<file path="src/design/emtr_pkg.sv">
`timescale 1ns / 1ps
package emtr_pkg;
  localparam int EpochW = 32;
  localparam int VtecW = 24;
  localparam int RaW = 25;
  localparam int DecW = 24;
  localparam int SumW = 40;
  localparam int CountW = 16;
  localparam int RankW = 5;
  localparam logic [CountW-1:0] CountMax = '1;

  localparam logic OpSample = 1'b0;
  localparam logic OpEnd = 1'b1;

  typedef struct packed {
    logic [VtecW-1:0] vtec;
    logic [RaW-1:0] ra;
    logic [DecW-1:0] dec;
  } entry_t;

  // insertion and clear request broadcast along the chain
  typedef struct packed {
    logic   ins;
    logic   clear;
    entry_t data;
  } cell_ctl_t;
endpackage

</file>
<file path="src/design/emtr_cell.sv">
`timescale 1ns / 1ps
module emtr_cell (
  input  logic               clk,
  input  logic               rst,
  input  emtr_pkg::cell_ctl_t ctl,
  input  logic               shift,
  input  emtr_pkg::entry_t   prev_entry,
  input  logic               prev_valid,
  input  logic               prev_ge,
  output emtr_pkg::entry_t   entry,
  output logic               valid,
  output logic               ge
);
  import emtr_pkg::*;

  // this entry ranks above (or ties before) the new sample
  assign ge = valid && (entry.vtec >= ctl.data.vtec);

  // pop shift moves each entry one place toward rank 0
  always_ff @(posedge clk) begin
    if (rst) begin
      valid <= 1'b0;
    end else if (ctl.clear) begin
      valid <= 1'b0;
    end else if (shift) begin
      valid <= prev_valid;
      entry <= prev_entry;
    end else if (ctl.ins && !ge) begin
      valid <= prev_ge || prev_valid;
      entry <= prev_ge ? ctl.data : prev_entry;
    end
  end
endmodule

</file>
<file path="src/design/emtr_divider.sv">
`timescale 1ns / 1ps
module emtr_divider (
  input  logic                        clk,
  input  logic                        rst,
  input  logic                        start,
  input  logic [emtr_pkg::SumW-1:0]   num,
  input  logic [emtr_pkg::CountW-1:0] den,
  output logic                        done,
  output logic [emtr_pkg::VtecW-1:0]  quot
);
  import emtr_pkg::*;

  logic [SumW-1:0] q;
  logic [CountW:0] r;
  logic [5:0] cnt;
  logic busy;
  logic [CountW:0] r_sh;
  logic [CountW:0] r_sub;

  assign r_sh = {r[CountW-1:0], q[SumW-1]};
  assign r_sub = r_sh - {1'b0, den};
  assign quot = q[VtecW-1:0];

  always_ff @(posedge clk) begin
    if (rst) begin
      busy <= 1'b0;
      done <= 1'b0;
    end else begin
      done <= 1'b0;
      if (start) begin
        busy <= 1'b1;
        q <= num;
        r <= '0;
        cnt <= 6'(SumW);
      end else if (busy) begin
        if (!r_sub[CountW]) begin
          r <= r_sub;
          q <= {q[SumW-2:0], 1'b1};
        end else begin
          r <= r_sh;
          q <= {q[SumW-2:0], 1'b0};
        end
        cnt <= cnt - 6'd1;
        if (cnt == 6'd1) begin
          busy <= 1'b0;
          done <= 1'b1;
        end
      end
    end
  end
endmodule

</file>
<file path="src/design/epoch_mean_topk_ranker.sv">
`timescale 1ns / 1ps
// channel  | direction | handshake     | fields
// in       | input     | valid, stall  | opcode epoch vtec ra dec
// out      | output    | out_valid, out_stall | closed_epoch .. best_mean_vtec
// A sample inside an epoch is compared across the cell chain, then inserted (S_INS).
// An end word holds the input while the bit-serial 40-bit mean divider runs, then while
// each kept word is emitted in rank order and the chain drains before return to idle.
// A new epoch sample also closes the open epoch, then inserts into the emptied chain.
// Reset (rst, synchronous) clears all control state; kept entries need no clearing.
// out_stall holds the result register; input is stalled during insert, close and emission.
module epoch_mean_topk_ranker #(
  parameter int TOP_COUNT = 10
) (
  input  logic clk,
  input  logic rst,
  input  logic valid,
  output logic stall,
  input  logic opcode,
  input  logic [emtr_pkg::EpochW-1:0] epoch,
  input  logic [emtr_pkg::VtecW-1:0] vtec,
  input  logic [emtr_pkg::RaW-1:0] ra,
  input  logic signed [emtr_pkg::DecW-1:0] dec,
  output logic out_valid,
  input  logic out_stall,
  output logic [emtr_pkg::EpochW-1:0] closed_epoch,
  output logic [emtr_pkg::VtecW-1:0] mean_vtec,
  output logic [emtr_pkg::CountW-1:0] sample_count,
  output logic [emtr_pkg::RankW-1:0] rank,
  output logic [emtr_pkg::VtecW-1:0] kept_vtec,
  output logic [emtr_pkg::RaW-1:0] kept_ra,
  output logic signed [emtr_pkg::DecW-1:0] kept_dec,
  output logic last,
  output logic [emtr_pkg::EpochW-1:0] best_epoch,
  output logic [emtr_pkg::VtecW-1:0] best_mean_vtec
);
  import emtr_pkg::*;

  typedef enum logic [2:0] {S_IDLE, S_INS, S_DIV, S_WAIT, S_EMIT} state_t;
  state_t state;

  logic open_flag;
  logic [EpochW-1:0] current_epoch;
  logic [SumW-1:0] vtec_sum;
  logic [CountW-1:0] count_in_epoch;
  logic best_valid;
  logic [EpochW-1:0] best_epoch_reg;
  logic [VtecW-1:0] best_mean_reg;
  logic [VtecW-1:0] mean;
  logic [RankW-1:0] emit_rank;
  logic pend_open;
  entry_t pend;
  logic [EpochW-1:0] pend_epoch;

  cell_ctl_t ctl;
  logic shift;
  entry_t cell_entry [TOP_COUNT];
  logic cell_valid [TOP_COUNT];
  logic cell_ge [TOP_COUNT];

  logic div_start, div_done;
  logic [VtecW-1:0] div_q;

  assign ctl = '{ins: (state == S_INS),
                 clear: (state == S_IDLE) && valid && !stall && opcode == OpSample &&
                        (!open_flag || epoch != current_epoch) && !open_flag,
                 data: pend};
  assign shift = (state == S_EMIT) && (!out_valid || !out_stall) && cell_valid[0];

  for (genvar i = 0; i < TOP_COUNT; i++) begin : g_cell
    entry_t pe;
    logic pv, pg;
    if (i == 0) begin : g_head
      assign pe = pend;
      assign pv = 1'b0;
      assign pg = 1'b1;
    end else begin : g_body
      assign pe = cell_entry[i-1];
      assign pv = cell_valid[i-1];
      assign pg = cell_ge[i-1];
    end
    entry_t sh_e;
    logic sh_v;
    if (i == TOP_COUNT - 1) begin : g_tail
      assign sh_e = cell_entry[i];
      assign sh_v = 1'b0;
    end else begin : g_mid
      assign sh_e = cell_entry[i+1];
      assign sh_v = cell_valid[i+1];
    end
    emtr_cell u_cell (
      .clk(clk), .rst(rst), .ctl(ctl),
      .shift(shift),
      .prev_entry(shift ? sh_e : pe),
      .prev_valid(shift ? sh_v : pv),
      .prev_ge(pg),
      .entry(cell_entry[i]),
      .valid(cell_valid[i]),
      .ge(cell_ge[i])
    );
  end

  emtr_divider u_div (
    .clk(clk), .rst(rst), .start(div_start),
    .num(vtec_sum), .den(count_in_epoch),
    .done(div_done), .quot(div_q)
  );

  assign stall = (state != S_IDLE);
  assign div_start = (state == S_IDLE) && valid && open_flag &&
                     (opcode == OpEnd || epoch != current_epoch);

  always_ff @(posedge clk) begin
    if (rst) begin
      state <= S_IDLE;
      open_flag <= 1'b0;
      current_epoch <= '0;
      vtec_sum <= '0;
      count_in_epoch <= '0;
      best_valid <= 1'b0;
      best_epoch_reg <= '0;
      best_mean_reg <= '0;
      out_valid <= 1'b0;
      pend_open <= 1'b0;
      emit_rank <= '0;
    end else begin
      case (state)
        S_IDLE: if (valid) begin
          pend <= '{vtec: vtec, ra: ra, dec: dec};
          pend_epoch <= epoch;
          if (div_start) begin
            pend_open <= (opcode == OpSample);
            state <= S_DIV;
          end else if (opcode == OpSample) begin
            if (!open_flag) begin
              open_flag <= 1'b1;
              current_epoch <= epoch;
              vtec_sum <= SumW'(vtec);
              count_in_epoch <= CountW'(1);
            end else if (count_in_epoch != CountMax) begin
              vtec_sum <= vtec_sum + SumW'(vtec);
              count_in_epoch <= count_in_epoch + CountW'(1);
            end
            state <= S_INS;
          end
        end
        S_INS: state <= S_IDLE;
        S_DIV: if (div_done) begin
          mean <= div_q;
          if (!best_valid || div_q > best_mean_reg) begin
            best_valid <= 1'b1;
            best_epoch_reg <= current_epoch;
            best_mean_reg <= div_q;
          end
          emit_rank <= '0;
          state <= S_EMIT;
        end
        S_EMIT: if (!out_valid || !out_stall) begin
          if (cell_valid[0]) begin
            out_valid <= 1'b1;
            closed_epoch <= current_epoch;
            mean_vtec <= mean;
            sample_count <= count_in_epoch;
            rank <= emit_rank;
            kept_vtec <= cell_entry[0].vtec;
            kept_ra <= cell_entry[0].ra;
            kept_dec <= cell_entry[0].dec;
            last <= (TOP_COUNT == 1) ? 1'b1 : !cell_valid[1 % TOP_COUNT];
            best_epoch <= best_epoch_reg;
            best_mean_vtec <= best_mean_reg;
            emit_rank <= emit_rank + RankW'(1);
          end else begin
            out_valid <= 1'b0;
            state <= S_WAIT;
          end
        end
        S_WAIT: begin
          // chain is empty; reopen with the held sample, or close the epoch after an end word
          if (pend_open) begin
            open_flag <= 1'b1;
            current_epoch <= pend_epoch;
            vtec_sum <= SumW'(pend.vtec);
            count_in_epoch <= CountW'(1);
            state <= S_INS;
          end else begin
            open_flag <= 1'b0;
            state <= S_IDLE;
          end
        end
        default: state <= S_IDLE;
      endcase
    end
  end
endmodule

</file>
<file path="config.mk">
export PLATFORM = sky130hd
export DESIGN_NAME = epoch_mean_topk_ranker
export DESIGN_NICKNAME = d
export VERILOG_FILES = /design/src/design/emtr_pkg.sv /design/src/design/emtr_cell.sv /design/src/design/emtr_divider.sv /design/src/design/epoch_mean_topk_ranker.sv
export SDC_FILE = /design/constraint.sdc
export NUM_CORES = 2
export LEC_CHECK = 0
export BUFFER_PORTS_ARGS = -buffer_cell sky130_fd_sc_hd__buf_2
export CAP_MARGIN = 5
export CORE_MARGIN = 3
export CORE_UTILIZATION = 35
export DETAILED_ROUTE_END_ITERATION = 10
export GPL_TIMING_DRIVEN = 0
export PLACE_DENSITY = 0.53
export SLEW_MARGIN = 20
export SYNTH_ARGS = -nofsm -noshare
export SYNTH_HDL_FRONTEND = slang
export SYNTH_SLANG_ARGS = --single-unit
</file>
<file path="constraint.sdc">
create_clock -name clk -period 12.8 [get_ports clk]
set_input_delay 2.56 -clock clk [delete_from_list [all_inputs] [get_ports clk]]
set_output_delay 2.56 -clock clk [all_outputs]
set_load 0.02 [all_outputs]
</file>
==> impl_results.md <==
* Outcome: finished, final reports clean
* PD cells at 131 nW/um^2
* Gr usage total at 25.1%
* Adder-cell share of the synthesized area at 5.78%
* Fraction of power consumed by sequential logic at 47.4%
* Post-synthesis simple-gate area fraction at 11.3%
* #FFs+latches synth at 1296
* Main synth FF type: edfxtp_1
* Die width at 445 um
* Net switching power at 0.00268 W
* Crit. End Element: flip-flop
* Num Clock Sinks at 1296
* WS Path Type: reg -> reg
* Multiplexer share of the synthesized area at 7.37%
* Core ar. at 191000 um^2
* Post-synth top area share at 50.3%
* Post-synth EDFFs at 1128
* Syn-to-layout area delta at 16.9%
* WP data required at 13.30 ns
* Met2 Track Usage GR at 40.1%
* Tmin final at 6.84 ns
* Post-Synth XOR/XNOR Area at 1.03%
* Post-DP Area at 73800 um^2
* Overflow after GRT at 0
* Fin crit share at 53.4%
* Worst-Skew Late Latency at 0.83 ns
* CTS clk-pin slew, worst paths at 0.06 ns
* Largest net degree at the start of global routing at 45
* Ranking of synthesized cells by area: edfxtp_1, mux2i_1, ha_1, nand2_1, dfxtp_1
* Slew HR at 8.90%
* Multi-input gate area at 28100 um^2
* Hold_buf cts at 0
* Final Slew Violations at 0
* Root buf cell: clkbuf_16
* Pre-CTS setup slack at 5.81 ns
* Post-synthesis net count at 6627
* Row count at 160
* Final WS setup at 5.96 ns
* Cell variety after synth at 79
* Syn_area_per_cell at 10.9 um^2
* Final Util at 41.3%
* Drt wl/cell at 27.0 um
* Vias post-DR at 53600
* Initial Utilization at 35.3%
* Sw Share at 26.0%
* Fillers at 18522
* RSZ-0062 raised after global routing: false
* Part of the power in combinational logic at 9.9%
* Register Area at 37200 um^2
* Post-CTS Setup Inserts at 0
* Element type at the critical path start: flip-flop
* Mapped Cells at 6207
* Max cap viols at 0
* # setup viols final at 0
* Clk_skew at 0.0394 ns
* Number of global-route vias before repair at 52924
* Detailed Route WL at 254000 um
* Antenna violations before repair at 45
* Number of CTS-inserted buffers at 153
* Post-synth top cells: edfxtp_1, nand2_1, o21ai_0
* Post-route ant nets at 0
* Post-Synthesis Cell Area at 67400 um^2
* Post-synthesis compound-gate area fraction at 16.0%
* Buffers on Ports at 318
* Slowest Stage Delay on Critical Path at 0.99 ns
* Final Cell Area at 78800 um^2
* Met1 Usage GRT at 33.4%
* 1st-iter DRT viols at 5780
* Hold Vio Cnt, Final at 0
* Worst min path class: reg -> reg
* CP max stage cell: buf_1
* Maximum vdd ir drop at 0.000102 V
* Async S/R FF share, synth at 0%
* Die Ht at 445 um
* Nets@finish at 7164
* Share of layout cells above drive strength 1 at 12.8%
* Crit path cell chain: clkbuf_1 > inv_1 > ha_1 > nand4_1 > nor2_1 > nand3_1 > o211a_1 > clkbuf_1 > buf_1 > a21oi_1 > nor2_4 > buf_12 > buf_12
* Max FFs per register at 730
* Worst slew pin tran at 1.37 ns
* Main combinational cell family by area after synthesis: compound AO/OA/AOI/OAI gates
* Worst EP arrival at 7.34 ns
* HPWL after detailed placement at 189000 um
* Drt first pass iters at 6
* Leakage at 26.9 nW
* Count leader, synth: edfxtp_1
* Clock tree buffer depth at 3
* CTS tree: done
* Global-route wire length before repair at 368000 um
* Yosys Warn Count at 0
* Routability cong. at 0.916
* Clock power frac at 42.6%
* Post-synth top area cell: edfxtp_1
* Post-cts sizing count at 0
* Io pins at 319
* Die ar. at 198000 um^2
* Power Internal at 0.00765 W
* # DRC at 0
* Reg2reg setup slack at 5.96 ns
* Max frequency at 0.146 GHz
* Vias per inst at 5.70
* CTS H-Tree Depth at 4
* Sequential-to-total area share from yosys stat at 55.3%
* Met3 GRT Util at 5.22%
* Layer with the highest usage: met2
* CP Max Fanout at 24
[layer usage]
metal / share of wire [%] / vias to the layer above
met2: 46 / 2352
met4: 4.2 / 22
met3: 7.9 / 478
met5: 0.055 / -
met1: 42 / 26425
li1: - / 24323
[final timing paths]
check / depth (start not counted) / to / start
worst min register to register: 0 / mean_vtec[10] / mean[10]
worst min-delay path: 0 / mean_vtec[10] / mean[10]
worst max-delay path: 13 / g_cell[1].u_cell.entry[27] / ctl[71]
worst max register to register: 13 / g_cell[1].u_cell.entry[27] / ctl[71]
[worst max-delay path: cells and delay by family, from the launching register on]
kind                       cells  cell delay (ns)
buffers and inverters          6             3.74
and+or+nand+nor                4             0.98
AOI/OAI and AO/OA              2             0.65
DFF                            1             0.55
adders and majority gates      1             0.49
[logic make-up (layout without fill, tap and decap cells)]
logic type      after synthesis  count (layout)
fa+ha+maj                   310             310
other cells                   0              16
mux                         491             491
simple gates               1812            1812
flops                      1296            1296
compound gates             1635            1635
buf+inv                     585            1249
xor+xnor                     78              78
[power by group through the flow]
stage / Clock, W / Combinational, W / Sequential [W]
6_report: 0.00440 / 0.00103 / 0.00490
5_1_grt: 0.00464 / 0.00111 / 0.00491
4_1_cts: 0.00448 / 0.00102 / 0.00490
3_5_place_dp: 0 / 0.00101 / 0.00498
3_3_place_gp: 0 / 0.000938 / 0.00502
2_1_floorplan: 0 / 0.000633 / 0.00493
[stage by stage]
| step | hold WS [ns] | power, W | setup TNS (ns) | cells |
|---|---|---|---|---|
| after detailed placement | 0.405 | 0.00600 | 0 | 9100 |
| after CTS | 0.418 | 0.0104 | 0 | 9382 |
| after global placement | 0.408 | 0.00596 | -494.59 | 9036 |
| final | 0.418 | 0.0103 | 0 | 9398 |
| after floorplan | 0.400 | 0.00557 | 0 | 6207 |
| after global routing | 0.424 | 0.0107 | 0 | 9383 |
[layout make-up]
class                   instances  share of cell area [%]
diodes                         16                  0.0508
plain buffers                 488                    2.43
clock buffers                 209                    5.40
clock inverters                73                   0.880
inverters                      97                   0.462
multi-input cells            4326                    35.6
flip-flops and latches       1296                    47.3
well taps                    2511                    3.99
repair buffers                382                    3.91
[placed cells by master, fill, tap and decap left out, types with 40 or more instances in the layout]
cell type / synthesis / routed
mux2_2: 40 / 40
ha_1: 308 / 308
a221oi_1: 79 / 79
inv_1: 94 / 94
edfxtp_1: 1128 / 1128
a21oi_1: 272 / 267
nand2_1: 926 / 926
nand3_1: 51 / 50
a21o_1: 130 / 129
nor3_1: 142 / 141
nand2b_1: 67 / 67
nand4_1: 51 / 51
o21a_1: 63 / 63
o221a_2: 141 / 141
clkbuf_1: 383 / 393
buf_1: 74 / 72
buf_2: 30 / 350
dfxtp_1: 168 / 168
o211ai_1: 81 / 81
clkbuf_16: 0 / 157
mux2i_1: 451 / 451
o21ai_0: 564 / 564
o22ai_1: 144 / 144
nor2_1: 501 / 494
xor2_1: 40 / 40
Power figures use the tool's default switching activity.
